==> src/rtl/gell_mann_basis_expansion_macros.svh <==
// Assertion macros used by gmbe_dpath to check its own logic.
`ifndef GELL_MANN_BASIS_EXPANSION_MACROS_SVH
`define GELL_MANN_BASIS_EXPANSION_MACROS_SVH

// Same-cycle implication, checked outside reset.
`define GMBE_ASSERT_IMPL(lbl, ante, cons) \
    lbl: assert property (@(posedge i_clk) disable iff (!i_rst_n) (ante) |-> (cons)) \
        else $error("gmbe assertion failed");

// Next-cycle implication, checked outside reset.
`define GMBE_ASSERT_NEXT(lbl, ante, cons) \
    lbl: assert property (@(posedge i_clk) disable iff (!i_rst_n) (ante) |=> (cons)) \
        else $error("gmbe assertion failed");

`endif

==> src/rtl/gmbe_pkg.sv <==
`default_nettype none
package gmbe_pkg;

    localparam int MAX_DIM = 8;
    localparam int SLOTS = 63;
    localparam logic [5:0] LAST_SLOT = 6'(SLOTS - 1);

    localparam logic [1:0] K_ENTRY  = 2'd0;
    localparam logic [1:0] K_ROWEND = 2'd1;
    localparam logic [1:0] K_FINISH = 2'd2;

    typedef struct packed {
        logic [1:0]         kind;
        logic [2:0]         row;
        logic [2:0]         col;
        logic signed [31:0] entry_re;
        logic signed [31:0] entry_im;
    } t_in_item;

    typedef struct packed {
        logic [5:0]         basis_index;
        logic signed [31:0] coeff_re;
        logic signed [31:0] coeff_im;
        logic               last;
    } t_out_item;

    typedef enum logic [4:0] {
        CMD_NOP,
        CMD_PREP,
        CMD_LO_RE,
        CMD_HI_RE,
        CMD_LO_IM,
        CMD_HI_IM,
        CMD_RES,
        CMD_RD0,
        CMD_WR0,
        CMD_WR1,
        CMD_SETSUM,
        CMD_SUM,
        CMD_SETROW,
        CMD_ROWEND,
        CMD_SC_START,
        CMD_SC_RD,
        CMD_SC_TAKE,
        CMD_SC_SKIP,
        CMD_FLUSH,
        CMD_CLEAR
    } t_cmd;

    typedef struct packed {
        t_cmd cmd;
        logic load;
    } t_ctl;

    typedef struct packed {
        logic [1:0] kind;
        logic       in_range;
        logic       is_diag;
        logic       col_zero;
        logic       row_zero;
        logic       seen;
        logic       qualify;
        logic       scan_last;
        logic       pend_v;
        logic       out_free;
    } t_sts;

    function automatic logic [63:0] isqrt64(input logic [63:0] v);
        logic [63:0] n;
        logic [63:0] res;
        logic [63:0] bval;
        n = v;
        res = 64'd0;
        bval = 64'h4000_0000_0000_0000;
        for (int i = 0; i < 32; i++) begin
            if (n >= res + bval) begin
                n = n - (res + bval);
                res = (res >> 1) + bval;
            end else begin
                res = res >> 1;
            end
            bval = bval >> 2;
        end
        return res;
    endfunction

    localparam logic [63:0] Q62 = 64'h4000_0000_0000_0000;
    localparam logic [29:0] C_M2  = 30'((isqrt64(Q62 / 2) + 64'd1) >> 1);
    localparam logic [29:0] C_M6  = 30'((isqrt64(Q62 / 6) + 64'd1) >> 1);
    localparam logic [29:0] C_M12 = 30'((isqrt64(Q62 / 12) + 64'd1) >> 1);
    localparam logic [29:0] C_M20 = 30'((isqrt64(Q62 / 20) + 64'd1) >> 1);
    localparam logic [29:0] C_M30 = 30'((isqrt64(Q62 / 30) + 64'd1) >> 1);
    localparam logic [29:0] C_M42 = 30'((isqrt64(Q62 / 42) + 64'd1) >> 1);
    localparam logic [29:0] C_M56 = 30'((isqrt64(Q62 / 56) + 64'd1) >> 1);

    // Scale factor 1/sqrt(k(k+1)) in unsigned Q0.30.
    function automatic logic [29:0] diag_coef(input logic [2:0] k);
        logic [29:0] c;
        case (k)
            3'd2:    c = C_M6;
            3'd3:    c = C_M12;
            3'd4:    c = C_M20;
            3'd5:    c = C_M30;
            3'd6:    c = C_M42;
            3'd7:    c = C_M56;
            default: c = C_M2;
        endcase
        return c;
    endfunction

endpackage
`default_nettype wire

==> src/rtl/gmbe_ctrl.sv <==
`default_nettype none
module gmbe_ctrl (
    input  wire logic          i_clk,
    input  wire logic          i_rst_n,
    input  wire logic          i_in_valid,
    input  wire gmbe_pkg::t_sts i_sts,
    output gmbe_pkg::t_ctl     o_ctl,
    output logic               o_busy
);

    typedef enum logic [3:0] {
        S_IDLE,
        S_DECODE,
        S_LO_RE,
        S_HI_RE,
        S_LO_IM,
        S_HI_IM,
        S_RES,
        S_RD0,
        S_WR0,
        S_WR1,
        S_SETSUM,
        S_SETROW,
        S_SC_RD,
        S_SC_CHK,
        S_SC_END
    } t_state;

    t_state r_state;
    t_state n_state;
    gmbe_pkg::t_cmd cmd;

    always_ff @(posedge i_clk) begin
        if (!i_rst_n) begin
            r_state <= S_IDLE;
        end else begin
            r_state <= n_state;
        end
    end

    always_comb begin
        n_state = r_state;
        cmd = gmbe_pkg::CMD_NOP;
        unique case (r_state)
            S_IDLE: begin
                if (i_in_valid) begin
                    n_state = S_DECODE;
                end
            end
            S_DECODE: begin
                n_state = S_IDLE;
                unique case (i_sts.kind)
                    gmbe_pkg::K_ENTRY: begin
                        if (i_sts.in_range) begin
                            if (i_sts.is_diag && i_sts.col_zero) begin
                                cmd = gmbe_pkg::CMD_SUM;
                            end else begin
                                cmd = gmbe_pkg::CMD_PREP;
                                n_state = S_LO_RE;
                            end
                        end
                    end
                    gmbe_pkg::K_ROWEND: begin
                        if (i_sts.in_range) begin
                            if (!i_sts.seen && !i_sts.row_zero) begin
                                cmd = gmbe_pkg::CMD_PREP;
                                n_state = S_LO_RE;
                            end else begin
                                cmd = gmbe_pkg::CMD_ROWEND;
                            end
                        end
                    end
                    gmbe_pkg::K_FINISH: begin
                        cmd = gmbe_pkg::CMD_SC_START;
                        n_state = S_SC_RD;
                    end
                    default: begin
                        n_state = S_IDLE;
                    end
                endcase
            end
            S_LO_RE: begin
                cmd = gmbe_pkg::CMD_LO_RE;
                n_state = S_HI_RE;
            end
            S_HI_RE: begin
                cmd = gmbe_pkg::CMD_HI_RE;
                n_state = S_LO_IM;
            end
            S_LO_IM: begin
                cmd = gmbe_pkg::CMD_LO_IM;
                n_state = S_HI_IM;
            end
            S_HI_IM: begin
                cmd = gmbe_pkg::CMD_HI_IM;
                n_state = S_RES;
            end
            S_RES: begin
                cmd = gmbe_pkg::CMD_RES;
                if (i_sts.kind == gmbe_pkg::K_ROWEND) begin
                    n_state = S_SETROW;
                end else if (i_sts.is_diag) begin
                    n_state = S_SETSUM;
                end else begin
                    n_state = S_RD0;
                end
            end
            S_RD0: begin
                cmd = gmbe_pkg::CMD_RD0;
                n_state = S_WR0;
            end
            S_WR0: begin
                cmd = gmbe_pkg::CMD_WR0;
                n_state = S_WR1;
            end
            S_WR1: begin
                cmd = gmbe_pkg::CMD_WR1;
                n_state = S_IDLE;
            end
            S_SETSUM: begin
                cmd = gmbe_pkg::CMD_SETSUM;
                n_state = S_IDLE;
            end
            S_SETROW: begin
                cmd = gmbe_pkg::CMD_SETROW;
                n_state = S_IDLE;
            end
            S_SC_RD: begin
                cmd = gmbe_pkg::CMD_SC_RD;
                n_state = S_SC_CHK;
            end
            S_SC_CHK: begin
                if (i_sts.qualify && i_sts.pend_v && !i_sts.out_free) begin
                    cmd = gmbe_pkg::CMD_NOP;
                end else begin
                    cmd = i_sts.qualify ? gmbe_pkg::CMD_SC_TAKE : gmbe_pkg::CMD_SC_SKIP;
                    n_state = i_sts.scan_last ? S_SC_END : S_SC_RD;
                end
            end
            S_SC_END: begin
                if (!i_sts.pend_v) begin
                    cmd = gmbe_pkg::CMD_CLEAR;
                    n_state = S_IDLE;
                end else if (i_sts.out_free) begin
                    cmd = gmbe_pkg::CMD_FLUSH;
                    n_state = S_IDLE;
                end
            end
            default: begin
                n_state = S_IDLE;
            end
        endcase
    end

    assign o_busy = (r_state != S_IDLE);
    assign o_ctl.cmd = cmd;
    assign o_ctl.load = (r_state == S_IDLE) && i_in_valid;

endmodule
`default_nettype wire

==> config.mk <==
export PLATFORM = sky130hd
export DESIGN_NAME = gmbe_ctrl
export DESIGN_NICKNAME = d
export VERILOG_FILES = /design/src/rtl/gell_mann_basis_expansion_macros.svh /design/src/rtl/gmbe_pkg.sv /design/src/rtl/gmbe_ctrl.sv
export SDC_FILE = /design/constraint.sdc
export NUM_CORES = 1
export LEC_CHECK = 0
export BUFFER_PORTS_ARGS = -buffer_cell sky130_fd_sc_hd__buf_2
export CAP_MARGIN = 20
export CORE_AREA = 2 2 39 41
export DETAILED_ROUTE_END_ITERATION = 10
export DIE_AREA = 0 0 41 43
export GPL_ROUTABILITY_DRIVEN = 1
export GPL_TIMING_DRIVEN = 0
export MAX_ROUTING_LAYER = met4
export PLACE_DENSITY = 0.67
export SYNTH_ARGS = -nofsm -noshare
export SYNTH_HDL_FRONTEND = slang
export SYNTH_SLANG_ARGS = --single-unit
==> constraint.sdc <==
create_clock -name i_clk -period 1.5 [get_ports i_clk]
set_input_delay 0.075 -clock i_clk [delete_from_list [all_inputs] [get_ports i_clk]]
set_output_delay 0.075 -clock i_clk [all_outputs]
set_load 0.1 [all_outputs]
==> impl_metrics.csv, run 1 <==
group,metric,value,unit
outcome,status,"complete, but fails checks",
outcome,violations,"setup timing",
place,place_worst_setup_slack,-0.406,ns
synth,yosys-top-cells-area,"dfxtp_1, a21oi_1, nand2_1, nor2_1, nor2b_1",
cells_and_area,regMostFlops,"r_state",
cells_and_area,fin_cells,129,
setup_path,worstPathArrival,1.72,ns
hold_path,hold_path_class,"in -> reg",
timing,slew_headroom,0.719,
clocking,cts_tree,"done",
detailed_routing,vias,748,
place,post-dp-hpwl,1.20,mm
timing,grt_setup_unrepaired,"yes",
synth,postSynthAreaPerCell,6.62,um2
detailed_routing,routed_wl,1.88,mm
clocking,numCtsBuffers,3,
power,peakVddDrop,742,uV
global_route,grtUsageTotal,0.262,
timing,period_share,1.20,
die,start_util,0.373,
detailed_routing,ant_nets,0,
power,powerDensity,752,nW/um2
clocking,clkLatencyLatePin,0.23,ns
synth,ys_types,30,
detailed_routing,drc,0,
cells_and_area,fillers,117,
synth,synth_edf_count,0,
clocking,clock_sinks,4,
clocking,cts_max_level,1,
global_route,overflow,0,
timing,period_minus_slack,1.80,ns
die,die_h,43,um
die,core-area,1380,um2
global_route,grt_pass1_wl,3.15,mm
clocking,clkTransAtPathRegs,0.04,ns
cells_and_area,drive_gt1_frac,0.593,
setup_path,crit_type,"reg -> out",
timing,setup-violations-final,8,
timing,final_max_slew_viol_count,0,
synth,ys_top_cells_by_count,"nand2_1, a21oi_1, nor2_1",
synth,postSynthCellCount,78,
detailed_routing,dr.pass1.iters,4,
cells_and_area,nNetsFinal,129,
synth,async_flop_share,0,
place,place_inst,114,
detailed_routing,drtIter0Drc,15,
die,dieArea,1760,um2
timing,fin_skew,0.00248,ns
timing,hold_viol_final,0,
die,ios,21,
setup_path,crit_required,1.42,ns
synth,post-synth-top-count-cell,"nand2_1",
detailed_routing,via_per_inst,5.80,
synth,syn-num-nets,92,
clocking,cts_hold_buf,0,
synth,netlist.area_leader.share,0.155,
global_route,grt_pass1_vias,725,
cells_and_area,top_regs,"r_state (4)",
timing,worst_pin_slew,0.416,ns
global_route,antenna_found_initial,0,
setup_path,worstSetupEndpointType,"output port",
synth,ys_seq_area_frac,0.155,
clocking,cts_buffer_depth,2,
timing,worst_slack,-0.296,ns
die,rows,14,
cells_and_area,area_growth,94.9,%
global_route,grt_start_max_net_pins,11,
synth,yosys_warnings,0,
synth,synth-seq-cells,4,
cells_and_area,insertedDiodeCount,0,
flow_run,maxCapViolCount,0,
setup_path,critPathMaxFanout,4,
cells_and_area,largest_register_ff_count,4,
synth,yosys_most_used_dff,"dfxtp_1",
place,port_buffers,20,
synth,netlist.top_cell.by_area,"dfxtp_1",
synth,syn_area,517,um2
detailed_routing,wire_per_inst,14.6,um
power,power.leakage,0.409,nW
timing,max_freq,0.557,GHz
die,die_x,41,um
clocking,cts_root_buf,"clkbuf_4",
setup_path,startpoint_type,"register",
place,gp_congestion,0.970,
## stage by stage
stage | hold WS (ns) | TNS [ns] | cell area (um2) | util | total power [mW]
floorplan | 0.236 | -1.47 | 588 | - | 0.424
finish | 0.116 | -1.41 | 1010 | 0.728 | 0.758
global placement | 0.333 | -1.15 | 708 | 0.512 | 0.485
global route | 0.153 | -1.91 | 1010 | 0.728 | 0.800
CTS | 0.104 | -1.39 | 935 | 0.675 | 0.733
detailed placement | 0.344 | -1.30 | 708 | 0.512 | 0.490
## kinds of logic after synthesis
kind of cell,after synthesis,synth area share
AND/OR/NAND/NOR,34,0.375
AO/OA/AOI/OAI,31,0.400
buffers and inverters,9,0.0702
flip-flops,4,0.155
## per-layer routing
metal  part of all wire  GRT usage  vias to the layer above  wire length (um)
li1                   -          -                      358                 -
met1               0.43      0.319                      351               806
met2               0.51      0.394                       35               953
met3              0.047     0.0681                        4                88
met4              0.016      0.107                        0                31
met5                  0          -                        -                 0
## final timing paths
path              cells past startpoint          to  slack (ns)       start
hold / removal                        3  r_state[0]        0.12     i_rst_n
setup / recovery                      6    o_ctl[4]       -0.30  r_state[1]
setup reg to reg                      6  r_state[0]       -0.12  r_state[2]
hold reg to reg                       3  r_state[3]        0.71  r_state[3]
## timing repair
| action | 4_1_cts | 5_1_grt |
|---|---|---|
| setup buffers | 9 | 3 |
| endpoints found under the setup margin | 9 | 10 |
| gates resized for setup | 40 | 12 |
| pin swaps | 5 | 3 |
## power breakdown
group          internal (mW)  total [mW]  switching (mW)
combinational          0.201       0.505           0.304
sequential             0.115       0.125         0.00941
clock                 0.0891       0.128          0.0388
total                  0.405       0.758           0.353
## placed cells by master (no fill, tap or decap), drive strengths merged, types with 3 or more instances in the layout
cell / instances
buf: 34
dfxtp: 4
o22ai: 3
nor2: 7
inv: 3
nand2: 11
clkbuf: 7
o21ai: 6
nor2b: 4
a21oi: 10
nor3: 3
## worst max-delay path, stage by stage, from the launching register on
cell and delay [ns]:
dfxtp_2 0.31, buf_6 0.12, nor4b_4 0.29, nand3b_1 0.14, buf_6 0.15, o311ai_4 0.25, buf_12 0.21
## cell type report
class	count	area, um2	area share
Multi-Input combinational cell	65	524	0.520
Clock buffer	3	22.5	0.0224
Tap cell	16	20.0	0.0199
Buffer	6	42.5	0.0422
Timing Repair Buffer	32	299	0.297
Inverter	3	11.3	0.0112
Sequential cell	4	87.6	0.0870
No activity file was read; power rests on OpenSTA's default activity.
==> run 2: changes to the inputs <==
--- a/config.mk
+++ b/config.mk
@@ -7,13 +7,13 @@
 export LEC_CHECK = 0
 export BUFFER_PORTS_ARGS = -buffer_cell sky130_fd_sc_hd__buf_2
 export CAP_MARGIN = 20
-export CORE_AREA = 2 2 39 41
+export CORE_AREA = 4 4 41 43
 export DETAILED_ROUTE_END_ITERATION = 10
-export DIE_AREA = 0 0 41 43
+export DIE_AREA = 0 0 45 47
 export GPL_ROUTABILITY_DRIVEN = 1
 export GPL_TIMING_DRIVEN = 0
 export MAX_ROUTING_LAYER = met4
-export PLACE_DENSITY = 0.67
+export PLACE_DENSITY = 0.69
 export SYNTH_ARGS = -nofsm -noshare
 export SYNTH_HDL_FRONTEND = slang
 export SYNTH_SLANG_ARGS = --single-unit
==> run 2 against run 1 <==
Effect of this change:
- the run still ends with setup timing left
- highest routed layer unchanged
- hold slack gained 0.0015 ns
- sequential share of layout area is 0.31 points lower
- largest power group unchanged
- largest cell class unchanged
- global-route usage is 7.7 points lower
- flip-flop and latch count unchanged
- clock power up 4%
- wire length fell by 1.5%
- core utilization is 7.5 points higher
- combinational power is essentially flat
- worst setup slack worse by 0.0056 ns
- sequential power is essentially flat
- clock-buffer cell count stayed put
==> impl_metrics.csv, run 2 (synthesis results as in run 1) <==
group,metric,value,unit
outcome,status,"complete, but fails checks",
outcome,violations,"setup timing",
die,rows,13,
clocking,clkTransAtPathRegs,0.04,ns
detailed_routing,drtIter0Drc,24,
detailed_routing,via_per_inst,5.80,
detailed_routing,ant_nets,0,
detailed_routing,wire_per_inst,14.5,um
place,place_inst,113,
cells_and_area,insertedDiodeCount,0,
flow_run,maxCapViolCount,0,
setup_path,worstSetupEndpointType,"output port",
clocking,cts_root_buf,"clkbuf_4",
setup_path,timing.rr.end,"r_state[3]",
place,post-dp-hpwl,1.15,mm
global_route,grtUsageTotal,0.185,
hold_path,hold_path_depth,3,
setup_path,crit_required,1.42,ns
clocking,cts_buffer_depth,2,
setup_path,slowest_stage,"dfxtp_2",
cells_and_area,regMostFlops,"r_state",
setup_path,max_stage_delay,0.31,ns
cells_and_area,most-common-layout-cells,"buf_2, nand2_1, buf_4",
power,p_total,761,uW
power,power.leakage,0.423,nW
setup_path,rr_startpoint,"r_state[1]",
detailed_routing,drc,0,
timing,worst_pin_slew,0.499,ns
die,dieArea,2120,um2
global_route,grt_pass1_wl,2.77,mm
cells_and_area,area_growth,102,%
place,place_area,707,um2
cells_and_area,final_area,1040,um2
global_route,antenna_found_initial,0,
die,die_x,45,um
setup_path,r2r_slack,0,ns
setup_path,r2r_cells,7,
hold_path,hp-start,"i_rst_n",
detailed_routing,vias,743,
clocking,clock_sinks,4,
detailed_routing,dr.pass1.iters,4,
die,start_util,0.397,
timing,max_freq,0.555,GHz
setup_path,crit_buf_inv,3,
die,die_h,47,um
timing,setup-violations-final,6,
power,powerDensity,729,nW/um2
die,core-area,1300,um2
place,port_buffers,20,
clocking,cts_tree,"done",
setup_path,critPathTopFamily,"buffers and inverters",
timing,fin_skew,0.00273,ns
timing,final_max_slew_viol_count,0,
clocking,cts_hold_buf,0,
setup_path,path_cells,"buf_6, nor4b_4, buf_4, and3b_2, a31oi_4, o311ai_4, buf_12",
timing,grt_setup_unrepaired,"yes",
cells_and_area,final_common_cell,"buf_2",
power,peakVddDrop,648,uV
timing,final.setup.tns,-1.05,ns
timing,slew_headroom,0.667,
timing,period_share,1.20,
timing,worst_slack,-0.302,ns
hold_path,hold_path_class,"in -> reg",
cells_and_area,largest_register_ff_count,4,
cells_and_area,drive_gt1_frac,0.584,
place,gp_congestion,0.877,
timing,hold_viol_final,0,
global_route,overflow,0,
setup_path,worstPathArrival,1.73,ns
setup_path,critPathMaxFanout,3,
cells_and_area,top_regs,"r_state (4)",
cells_and_area,fin_cells,128,
cells_and_area,nNetsFinal,129,
global_route,grt_start_max_net_pins,11,
die,ios,21,
detailed_routing,routed_wl,1.85,mm
clocking,cts_max_level,1,
hold_path,hold_end,"r_state[0]",
global_route,grt_pass1_vias,631,
timing,period_minus_slack,1.80,ns
setup_path,crit_type,"reg -> out",
clocking,clkLatencyLatePin,0.24,ns
clocking,numCtsBuffers,3,
setup_path,startpoint_type,"register",
run 2: worst max path at each step:
stage,startpoint,end,slack (ns),cells after the start
after floorplan,r_state[1],o_ctl[4],-0.46,4
after global placement,r_state[0],o_ctl[4],-0.39,5
after detailed placement,r_state[0],o_ctl[4],-0.39,5
after CTS,r_state[1],o_ctl[4],-0.28,6
after global routing,r_state[1],o_ctl[4],-0.36,6
final,r_state[0],o_ctl[4],-0.30,7
run 2: cell type report:
| class | instances | area [um2] |
|---|---|---|
| buffer | 6 | 53.8 |
| clock buffer | 3 | 22.5 |
| fill | 80 | 256 |
| inverter | 3 | 11.3 |
| multi-input combinational | 65 | 541 |
| sequential | 4 | 87.6 |
| tap | 15 | 18.8 |
| timing repair buffer | 32 | 310 |
run 2: report_power, final:
group / switching (mW) / total (mW) / internal [mW]
sequential: 0.00891 / 0.124 / 0.115
clock: 0.0440 / 0.133 / 0.0895
combinational: 0.304 / 0.504 / 0.199
run 2: tightest hold or removal path, cell delays in order:
cell    delay, ns
buf_2        0.08
inv_1        0.07
nor2_1       0.09
run 2: what timing repair did:
| item | CTS | global route |
|---|---|---|
| endpoints found under the setup margin | 8 | 7 |
| buffers inserted | 8 | 4 |
| resized for setup | 44 | 15 |
| cloned | 0 | 0 |
| pin swaps | 6 | 5 |
run 2: metrics by stage:
stage           util  hold slack [ns]  worst slack (ns)
2_1_floorplan      -            0.236            -0.459
3_3_place_gp   0.543            0.337            -0.385
3_5_place_dp   0.543            0.347            -0.386
4_1_cts        0.724            0.102            -0.281
5_1_grt        0.803            0.147            -0.363
6_report       0.803            0.117            -0.302
run 2: per-layer routing:
| metal | wire, um | up-vias | part of all wire | track usage |
|---|---|---|---|---|
| li1 | - | 362 | - | - |
| met1 | 733 | 337 | 0.40 | 0.219 |
| met2 | 919 | 42 | 0.50 | 0.288 |
| met3 | 183 | 2 | 0.099 | 0.0766 |
| met4 | 15 | 0 | 0.0081 | 0.0468 |
| met5 | 0 | - | 0 | - |
